### src/rtl/pej_pkg.sv
// Shared types and constants for the partner event journal.
package pej_pkg;

  localparam int PARTNER_SLOTS = 8;
  localparam int LOG_DEPTH = 32;
  localparam int SLOT_W = $clog2(PARTNER_SLOTS);
  localparam int PTR_W = $clog2(LOG_DEPTH);
  localparam int PID_W = 16;
  localparam int EVENT_W = 8;
  localparam int STAMP_W = 16;
  localparam int ENTRY_W = EVENT_W + STAMP_W;
  localparam int STATUS_W = 2;

  typedef enum logic [1:0] {
    CMD_LOG    = 2'd0,
    CMD_SELECT = 2'd1,
    CMD_PLOG   = 2'd2,
    CMD_PURGE  = 2'd3
  } cmd_t;

  typedef enum logic [STATUS_W-1:0] {
    ST_OK         = 2'd0,
    ST_NO_PARTNER = 2'd1,
    ST_ZERO_ID    = 2'd2
  } status_t;

  typedef struct packed {
    logic capture;
    logic execute;
  } ctrl_cmd_t;

endpackage

### src/rtl/pej_ctrl.sv
// Controller state machine: request handshakes and sequencing of the datapath.
module pej_ctrl (
  input  logic             clk,
  input  logic             rst,
  input  logic             in_valid,
  output logic             in_ready,
  output logic             out_valid,
  input  logic             out_ready,
  output pej_pkg::ctrl_cmd_t ctrl
);
  import pej_pkg::*;

  typedef enum logic [1:0] {
    S_IDLE = 2'b01,
    S_EXEC = 2'b10
  } state_t;

  state_t state;
  state_t state_next;
  logic out_valid_next;
  logic out_free;

  assign in_ready = (state == S_IDLE) && !rst;
  assign out_free = !out_valid || out_ready;
  assign ctrl.capture = in_valid && in_ready;
  assign ctrl.execute = (state == S_EXEC) && out_free;

  always_comb begin
    state_next = state;
    case (state)
      S_IDLE: begin
        if (ctrl.capture) begin
          state_next = S_EXEC;
        end
      end
      S_EXEC: begin
        if (out_free) begin
          state_next = S_IDLE;
        end
      end
      default: begin
        state_next = S_IDLE;
      end
    endcase
  end

  always_comb begin
    out_valid_next = out_valid;
    if (ctrl.execute) begin
      out_valid_next = 1'b1;
    end else if (out_ready) begin
      out_valid_next = 1'b0;
    end
  end

  always_ff @(posedge clk) begin
    if (rst) begin
      state <= S_IDLE;
      out_valid <= 1'b0;
    end else begin
      state <= state_next;
      out_valid <= out_valid_next;
    end
  end

endmodule

### src/rtl/pej_datapath.sv
// Datapath: request register, partner table, write pointers, ring logs and result register.
module pej_datapath (
  input  logic                         clk,
  input  logic                         rst,
  input  pej_pkg::ctrl_cmd_t           ctrl,
  input  logic [1:0]                   cmd,
  input  logic [pej_pkg::PID_W-1:0]    partner_id,
  input  logic [pej_pkg::EVENT_W-1:0]  event_code,
  input  logic [pej_pkg::STAMP_W-1:0]  time_stamp,
  output logic [pej_pkg::STATUS_W-1:0] status,
  output logic [pej_pkg::SLOT_W-1:0]   slot_used,
  output logic [pej_pkg::PTR_W-1:0]    entry_written,
  output logic                         new_partner,
  output logic                         evicted
);
  import pej_pkg::*;

  cmd_t               cmd_q;
  logic [PID_W-1:0]   pid_q;
  logic [ENTRY_W-1:0] entry_q;

  logic [PID_W-1:0]  slot_owner [PARTNER_SLOTS];
  logic [PTR_W-1:0]  slot_wp [PARTNER_SLOTS];
  logic [PTR_W-1:0]  global_wp;
  logic [SLOT_W-1:0] current_slot;
  logic              current_valid;

  logic [ENTRY_W-1:0] global_mem [LOG_DEPTH];
  logic [ENTRY_W-1:0] partner_mem [PARTNER_SLOTS*LOG_DEPTH];

  logic              hit;
  logic [SLOT_W-1:0] hit_slot;
  logic              found_free;
  logic [SLOT_W-1:0] free_slot;
  logic [SLOT_W-1:0] alloc_slot;
  logic [PTR_W-1:0]  cur_wp;

  logic [STATUS_W-1:0] status_next;
  logic [SLOT_W-1:0]   slot_next;
  logic [PTR_W-1:0]    entry_next;
  logic                new_next;
  logic                evict_next;

  always_ff @(posedge clk) begin
    if (ctrl.capture) begin
      cmd_q <= cmd_t'(cmd);
      pid_q <= partner_id;
      entry_q <= {event_code, time_stamp};
    end
  end

  always_comb begin
    hit = 1'b0;
    hit_slot = '0;
    found_free = 1'b0;
    free_slot = '0;
    for (int i = PARTNER_SLOTS - 1; i >= 0; i--) begin
      if (slot_owner[i] == pid_q) begin
        hit = 1'b1;
        hit_slot = SLOT_W'(i);
      end
      if (slot_owner[i] == '0) begin
        found_free = 1'b1;
        free_slot = SLOT_W'(i);
      end
    end
  end

  assign alloc_slot = found_free ? free_slot : '0;
  assign cur_wp = slot_wp[current_slot];

  always_comb begin
    status_next = ST_OK;
    slot_next = '0;
    entry_next = '0;
    new_next = 1'b0;
    evict_next = 1'b0;
    case (cmd_q)
      CMD_LOG: begin
        entry_next = global_wp;
      end
      CMD_SELECT: begin
        if (pid_q == '0) begin
          status_next = ST_ZERO_ID;
        end else if (hit) begin
          slot_next = hit_slot;
        end else begin
          slot_next = alloc_slot;
          new_next = 1'b1;
          evict_next = !found_free;
        end
      end
      CMD_PLOG: begin
        if (!current_valid) begin
          status_next = ST_NO_PARTNER;
        end else begin
          slot_next = current_slot;
          entry_next = cur_wp;
        end
      end
      default: begin
        status_next = ST_OK;
      end
    endcase
  end

  always_ff @(posedge clk) begin
    if (rst) begin
      for (int i = 0; i < PARTNER_SLOTS; i++) begin
        slot_owner[i] <= '0;
        slot_wp[i] <= '0;
      end
      global_wp <= '0;
      current_slot <= '0;
      current_valid <= 1'b0;
    end else if (ctrl.execute) begin
      case (cmd_q)
        CMD_LOG: begin
          global_wp <= global_wp + 1'b1;
        end
        CMD_SELECT: begin
          if (pid_q != '0) begin
            current_valid <= 1'b1;
            if (hit) begin
              current_slot <= hit_slot;
            end else begin
              current_slot <= alloc_slot;
              slot_owner[alloc_slot] <= pid_q;
            end
          end
        end
        CMD_PLOG: begin
          if (current_valid) begin
            slot_wp[current_slot] <= cur_wp + 1'b1;
          end
        end
        default: begin
          for (int i = 0; i < PARTNER_SLOTS; i++) begin
            slot_owner[i] <= '0;
            slot_wp[i] <= '0;
          end
          global_wp <= '0;
          current_slot <= '0;
          current_valid <= 1'b0;
        end
      endcase
    end
  end

  always_ff @(posedge clk) begin
    if (ctrl.execute && (cmd_q == CMD_LOG)) begin
      global_mem[global_wp] <= entry_q;
    end
    if (ctrl.execute && (cmd_q == CMD_PLOG) && current_valid) begin
      partner_mem[{current_slot, cur_wp}] <= entry_q;
    end
  end

  always_ff @(posedge clk) begin
    if (ctrl.execute) begin
      status <= status_next;
      slot_used <= slot_next;
      entry_written <= entry_next;
      new_partner <= new_next;
      evicted <= evict_next;
    end
  end

endmodule

### src/rtl/partner_event_journal_top.sv
// Top level of the partner event journal: controller and datapath.
//
// Each request carries a command, a partner id, an event code and a timestamp and
// yields exactly one result. A request is registered when accepted and executed as
// soon as the output is free; then the partner table lookup (a parallel compare
// over all slots), the pointer updates and the ring memory write happen together
// and the result register is loaded. A new request is accepted while the previous
// result still waits on the output, but not while a request waits for execution.
// The ring memories have no reset and are never read back; purge clears the
// partner table and all pointers at once.
module partner_event_journal_top (
  input  logic                         clk,
  input  logic                         rst,
  input  logic                         in_valid,
  output logic                         in_ready,
  input  logic [1:0]                   cmd,
  input  logic [pej_pkg::PID_W-1:0]    partner_id,
  input  logic [pej_pkg::EVENT_W-1:0]  event_code,
  input  logic [pej_pkg::STAMP_W-1:0]  time_stamp,
  output logic                         out_valid,
  input  logic                         out_ready,
  output logic [pej_pkg::STATUS_W-1:0] status,
  output logic [pej_pkg::SLOT_W-1:0]   slot_used,
  output logic [pej_pkg::PTR_W-1:0]    entry_written,
  output logic                         new_partner,
  output logic                         evicted
);
  import pej_pkg::*;

  ctrl_cmd_t ctrl;

  pej_ctrl u_ctrl (
    .clk       (clk),
    .rst       (rst),
    .in_valid  (in_valid),
    .in_ready  (in_ready),
    .out_valid (out_valid),
    .out_ready (out_ready),
    .ctrl      (ctrl)
  );

  pej_datapath u_datapath (
    .clk           (clk),
    .rst           (rst),
    .ctrl          (ctrl),
    .cmd           (cmd),
    .partner_id    (partner_id),
    .event_code    (event_code),
    .time_stamp    (time_stamp),
    .status        (status),
    .slot_used     (slot_used),
    .entry_written (entry_written),
    .new_partner   (new_partner),
    .evicted       (evicted)
  );

endmodule

### config.mk
export PLATFORM = sky130hd
export DESIGN_NAME = partner_event_journal_top
export DESIGN_NICKNAME = d
export VERILOG_FILES = /design/src/rtl/pej_pkg.sv /design/src/rtl/pej_ctrl.sv /design/src/rtl/pej_datapath.sv /design/src/rtl/partner_event_journal_top.sv
export SDC_FILE = /design/constraint.sdc
export NUM_CORES = 1
export LEC_CHECK = 0
export ABC_AREA = 1
export BUFFER_PORTS_ARGS = -buffer_cell sky130_fd_sc_hd__buf_2
export CAP_MARGIN = 20
export CORE_AREA = 2 2 171 173
export DETAILED_ROUTE_END_ITERATION = 16
export DIE_AREA = 0 0 173 175
export GPL_ROUTABILITY_DRIVEN = 0
export PLACE_DENSITY_LB_ADDON = 0.05
export REMOVE_ABC_BUFFERS = 1
export SETUP_SLACK_MARGIN = 0.15
export SLEW_MARGIN = 40
export SYNTH_ARGS = -nofsm -noshare
export SYNTH_HDL_FRONTEND = slang
export SYNTH_SLANG_ARGS = --single-unit
export TNS_END_PERCENT = 30
### constraint.sdc
create_clock -name clk -period 5.6 [get_ports clk]
set_clock_uncertainty 0.15 [all_clocks]
set_input_delay 0.28 -clock clk [delete_from_list [all_inputs] [get_ports clk]]
set_output_delay 0.28 -clock clk [all_outputs]
set_load 0.05 [all_outputs]
; ---- Yosys cells after proc, flatten, opt, wreduce, memory -nomap -nowiden
; Memory sizes are Yosys's and may differ from the RTL's. A register that Yosys moved wholly into a read port is not among the register bits.
; Index checks and enable logic that the tools add are counted.
[word_totals]
ff_bits = 42
mem_count = 2
out_inout_bits = 14
latchBits = 0
ramBits = 168
romBits = 0
elab_cells = 172
input_bits = 46
[classes]
n_bitwise = 19
div = 0
n_lt_le_gt_ge = 0
n_reduce_logical = 29
n_mux = 93
eq_ne = 15
addsub = 2
shifts = 0
mul = 0
[mem_list]
columns = memory, words, width, rd, rd_ports_with_merged_regs, write_ports, line
row1 = u_datapath.slot_owner, 8, 16, 8, 0, 8, pej_datapath.sv:22  ; logic [PID_W-1:0] slot_owner [PARTNER_SLOTS];
row2 = u_datapath.slot_wp, 8, 5, 1, 1, 8, pej_datapath.sv:23  ; logic [PTR_W-1:0] slot_wp [PARTNER_SLOTS];
[op_table]
columns = operator, n
row1 = 16-bit zero test, 9
row2 = 16-bit 2-to-1 mux, 9
row3 = 16-bit equality test, 8
row4 = 3-bit 2-to-1 mux, 25
row5 = 5-bit 2-to-1 mux, 10
row6 = 1-bit 2-to-1 mux, 39
row7 = 5-bit one-hot mux with 2 select lines, 2
row8 = 1-bit bitwise OR, 16
row9 = 16-bit nonzero test, 1
row10 = 16-bit OR reduction, 1
row11 = 3-bit one-hot mux with 2 select lines, 2
row12 = "5-bit by 1-bit adder with 5-bit output, second input constant", 2
row13 = 2-bit one-hot mux with 2 select lines, 2
row14 = 2-bit 2-to-1 mux, 3
row15 = 2-bit OR reduction, 3
row16 = 3-bit OR reduction, 2
row17 = 5-bit OR reduction, 1
row18 = "2-bit by 1-bit equality test with 1-bit output, second input constant", 2
row19 = "2-bit equality test, second input constant", 2
row20 = "2-bit by 1-bit != test with 1-bit output, second input constant", 2
row21 = 2-bit AND reduction, 2
row22 = 1-bit logical AND, 3
row23 = 1-bit zero test, 3
row24 = 1-bit NOT, 3
row25 = 6 further kinds, 6

; ---- Depth between registers and ports, before layout
; An unclocked memory read counts as a cell.
[depth]
word_depth = 18
mapped_depth = 19

; ---- Modules after synthesis
; From an unflattened synthesis, not the netlist that was laid out.
[unflattened]
hier_cells = 1181
hier_area_um2 = 11202.0
[by_module_without_submodules]
columns = module, cells_per_inst, n_inst, area_each_um2, seq_area_each_um2
row1 = pej_datapath, 1159, 1, 11041.8, 6185.9
row2 = pej_ctrl, 22, 1, 160.2, 60.1

; ---- Least setup slack after synthesis
; OpenSTA, ideal clock, no wires.
[synth_timing]
kind = reg2reg
startpoint = register u_datapath.pid_q[9]
endpoint = memory u_datapath.slot_owner[6][0], enable pin
setup_ps = 372
t_required_ps = 5078
path_slack_ps = 2722
stages_incl_launch_ff = 19
arrival_ps = 2356
path_cell_list = edfxtp_1 -> buf_6 -> inv_6 -> buf_12 -> nand2_1 -> nand2_1 -> nor2_1 -> nand2_1 -> nor2_1 -> nand2_2 -> nand2_2 -> nor2_4 -> nand4_4 -> nor2_4 -> nand3_4 -> nor2_8 -> nand3_4 -> buf_6 -> nand2_1
[synth_lines]
columns = item, line
row1 = from (decl), pej_datapath.sv:19  ; logic [PID_W-1:0] pid_q;
row2 = from (signal assigned), pej_datapath.sv:47  ; pid_q <= partner_id;
row3 = to (decl), pej_datapath.sv:22

==> results.md <==
* Status: completed
* Top cell type's share of synthesized area at a little over half
* Max frequency at 0.253 GHz
* RSZ-0062 raised after global routing: no
* Placed insts at 1555
* Core Util, Final at 43.8%
* Post-route clock period utilization at 70.7%
* Worst endpoint data arrival time at 3.96 ns
* P_sw at 831 uW
* Worst min path class: primary input to flip-flop
* Synth Register Bits at 213
* Post-Place Cell Area at 11500 um2
* Fin cells at 1622
* Root Buffer: clkbuf_16
* Dpl hpwl at 19400 um
* CTS HTree Levels at 1
* VDD IR-drop max at 0.214 mV
* Crit Path Max Fanout at 17
* Hold path cells at 3
* Setup TNS at 0 ns
* CP max stage cell: nand2_1
* Antenna cells at 0
* DIE AREA at 30300 um2
* Relative slew slack at 42.5%
* Hold_sp: in_valid
* Area Overhead vs Synth at 11.3%
* Max cap viols at 0
* Die Y at ~180 um
* RR Startpoint: u_datapath.pid_q[11]
* PostCTS Resize Cnt at 0
* Synth cell count leaders: 301 x nand2_1, 208 x nor2_1, 198 x edfxtp_1
* WHS Endpoint: u_datapath.pid_q[3]
* CP most frequent cell: nand2_1
* Switching share of total power at 23.2%
* Overall Power at 3.57 mW
* CP Class: flip-flop to flip-flop
* Crit-path cells: inv_2 -> nand2_1 -> nand2_1 -> nor2_1 -> nand2_1 -> nor2_1 -> nand2_1 -> nand2_1 -> nor2_4 -> nand4_4 -> nor2_4 -> nand3_4 -> nor2_8 -> nand3_4 -> nand2_1
* Yosys cell types at 45
* Post-CTS Repair Setup Buffers at 0
* Startpoint types: flip-flop
* Synthesized area per cell at roughly 9.5 um2
* CTS Hold Bufs at 21
* Post-synth EDFFs at 198
* Register area share after synthesis at 55.8%
* Crit path required time at 5.60 ns
* Number of global-route vias before repair at between 7000 and 8000
* Die width at 173 um
* Via Count at 7656
* Area leader, netlist: edfxtp_1
* Leak at slightly above 5 nW
* Clk pwr share at 43.0%
* Ports at 60
* TritonCTS clock tree: built
* Combinational fraction of design power at under 10%
* Final min period at 3.96 ns
* Clock Tree Buf Depth at 3
* Worst-Margin Slew at approximately 0.86 ns
* DRT iter0 DRCs at 527
* Core Area at roughly 28000 um2
* Top-count cell post-synth: nand2_1
* # rows at just over 60
* GR Overflow Total at 0
* Buffers on Ports at 35
* Fin area at 12400 um2
* Clock slew at reported path FFs at approximately 0.060 ns
* Share of cells above drive strength 1 at 15.4%
* YS warnings at 0
* Asr flop ratio synth at 0%
* Initial Util at around two fifths
* FF-to-FF End: u_datapath.slot_owner[6][9]
* Synthesized netlist cell count at roughly 1200
* Num CTS Buffers at 25
* Max Transition Viols Final at 0
* First-pass iteration count of the detailed router at 7
* # setup viols final at 0
* Synth Flop Type: edfxtp_1
* WL per Instance at 17.1 um
* Antenna-violating nets left at 0
* DRC at 0
* Routed vias/inst at around 4.7
* WL final at 27700 um
* PwrDens at 287 nW/um2
* Reg power frac at 51.3%
* Largest net degree at the start of global routing at 22
* Synth top area cells: edfxtp_1 53%, nand2_1 10%, nor2_1 7.0%
* Layout Nets at 1271
* Initial antenna violation count at 0
* Internal power at 2.74 mW
* First-pass GRT wire length at 43500 um
* Hold Fails Final Rpt at 0
* Total GRT Usage at 18.7%
* Reg2reg path depth at 15
* Worst-Skew Late Latency at 0.53 ns
* Clk sinks at 213
* FF-to-FF setup slack at 1.64 ns
* Endpoint type of the worst setup path: flip-flop
* Synth Cell Area at around 11000 um2
* Worst path max stage delay at 0.70 ns
-- critical path: cells and delay by family (launching register included) --
family / cells / cell delay (ns)
DFF: 1 / 0.67
and+or+nand+nor: 14 / 2.30
buffers and inverters: 1 / 0.43
-- power groups by stage --
| stage | logic, mW | clock network [mW] | registers, mW |
|---|---|---|---|
| floorplan | 0.131 | 0 | 1.85 |
| global placement | 0.193 | 0 | 1.87 |
| detailed placement | 0.196 | 0 | 1.87 |
| CTS | 0.207 | 1.57 | 1.83 |
| global route | 0.229 | 1.63 | 1.84 |
| finish | 0.204 | 1.54 | 1.83 |
-- layout make-up --
class,count,area (um2)
clock buffer,36,718
clock inverter,10,51.3
fill,2829,15900
inverter,118,464
multi-input combinational,801,4070
sequential,213,6250
tap,384,480
timing repair buffer,60,415
-- kinds of logic after synthesis --
group	after synthesis	share of synthesized area [%]
AO/OA/AOI/OAI	48	2.66
XOR/XNOR	60	4.70
adder cells (fa/ha/maj)	6	0.671
buffers and inverters	166	7.90
flip-flops	213	55.8
multiplexers	3	0.268
AND/OR/NAND/NOR	684	28.0
-- through the flow --
| stage | hold WS, ns | setup WS [ns] |
|---|---|---|
| floorplan | 0.199 | 2.60 |
| detailed placement | 0.308 | 1.62 |
| finish | 0.188 | 1.64 |
| global route | 0.208 | 1.35 |
| global placement | 0.306 | 1.61 |
| CTS | 0.179 | 1.59 |
-- placed cells by master (no fill, tap or decap), types with 9 or more instances in the layout --
master	instances
dlygate4sd3_1	21
a21oi_1	16
buf_2	35
dfxtp_1	15
nand3_1	15
inv_1	98
o21ai_0	15
xor2_1	29
inv_2	12
nand3_4	9
nand4_1	25
xnor2_1	29
edfxtp_1	198
nor2_2	73
clkbuf_16	26
nor4_1	21
nor3_1	13
nor2_1	208
nand2_1	301
-- how the worst max path moves through the flow --
stage                               from                           end  slack [ns]  cells after the start
CTS                 u_datapath.pid_q[10]   u_datapath.slot_owner[6][9]        1.59                     15
detailed placement  u_datapath.pid_q[11]  u_datapath.slot_owner[6][12]        1.62                     15
floorplan           u_datapath.pid_q[10]   u_datapath.slot_owner[6][0]        2.60                     15
global placement    u_datapath.pid_q[11]  u_datapath.slot_owner[7][12]        1.61                     15
finish              u_datapath.pid_q[11]   u_datapath.slot_owner[6][9]        1.64                     15
global route        u_datapath.pid_q[11]   u_datapath.slot_owner[6][9]        1.35                     15
-- layer usage --
| metal | track usage, % | part of all wire (%) | wire length, um | vias to the layer above |
|---|---|---|---|---|
| li1 | - | - | - | 3902 |
| met1 | 26.5 | 49 | 13600 | 3609 |
| met2 | 30.9 | 46 | 12800 | 114 |
| met4 | 4.17 | 1.7 | 477 | 0 |
| met5 | 0 | 0 | 0 | - |
| met3 | 2.20 | 3.1 | 868 | 31 |
-- flip-flops by register name (all words and copies together), names as in the netlist, named ones only --
name and cells:
u_ctrl.out_valid 1, u_ctrl.state 2, u_datapath.cmd_q 2, u_datapath.current_slot 3, u_datapath.current_valid 1, u_datapath.entry_written 5
u_datapath.evicted 1, u_datapath.global_wp 5, u_datapath.new_partner 1, u_datapath.pid_q 16, u_datapath.slot_owner 128, u_datapath.slot_used 3
u_datapath.slot_wp 40, u_datapath.status 2
(Power assumes the default switching activity.)
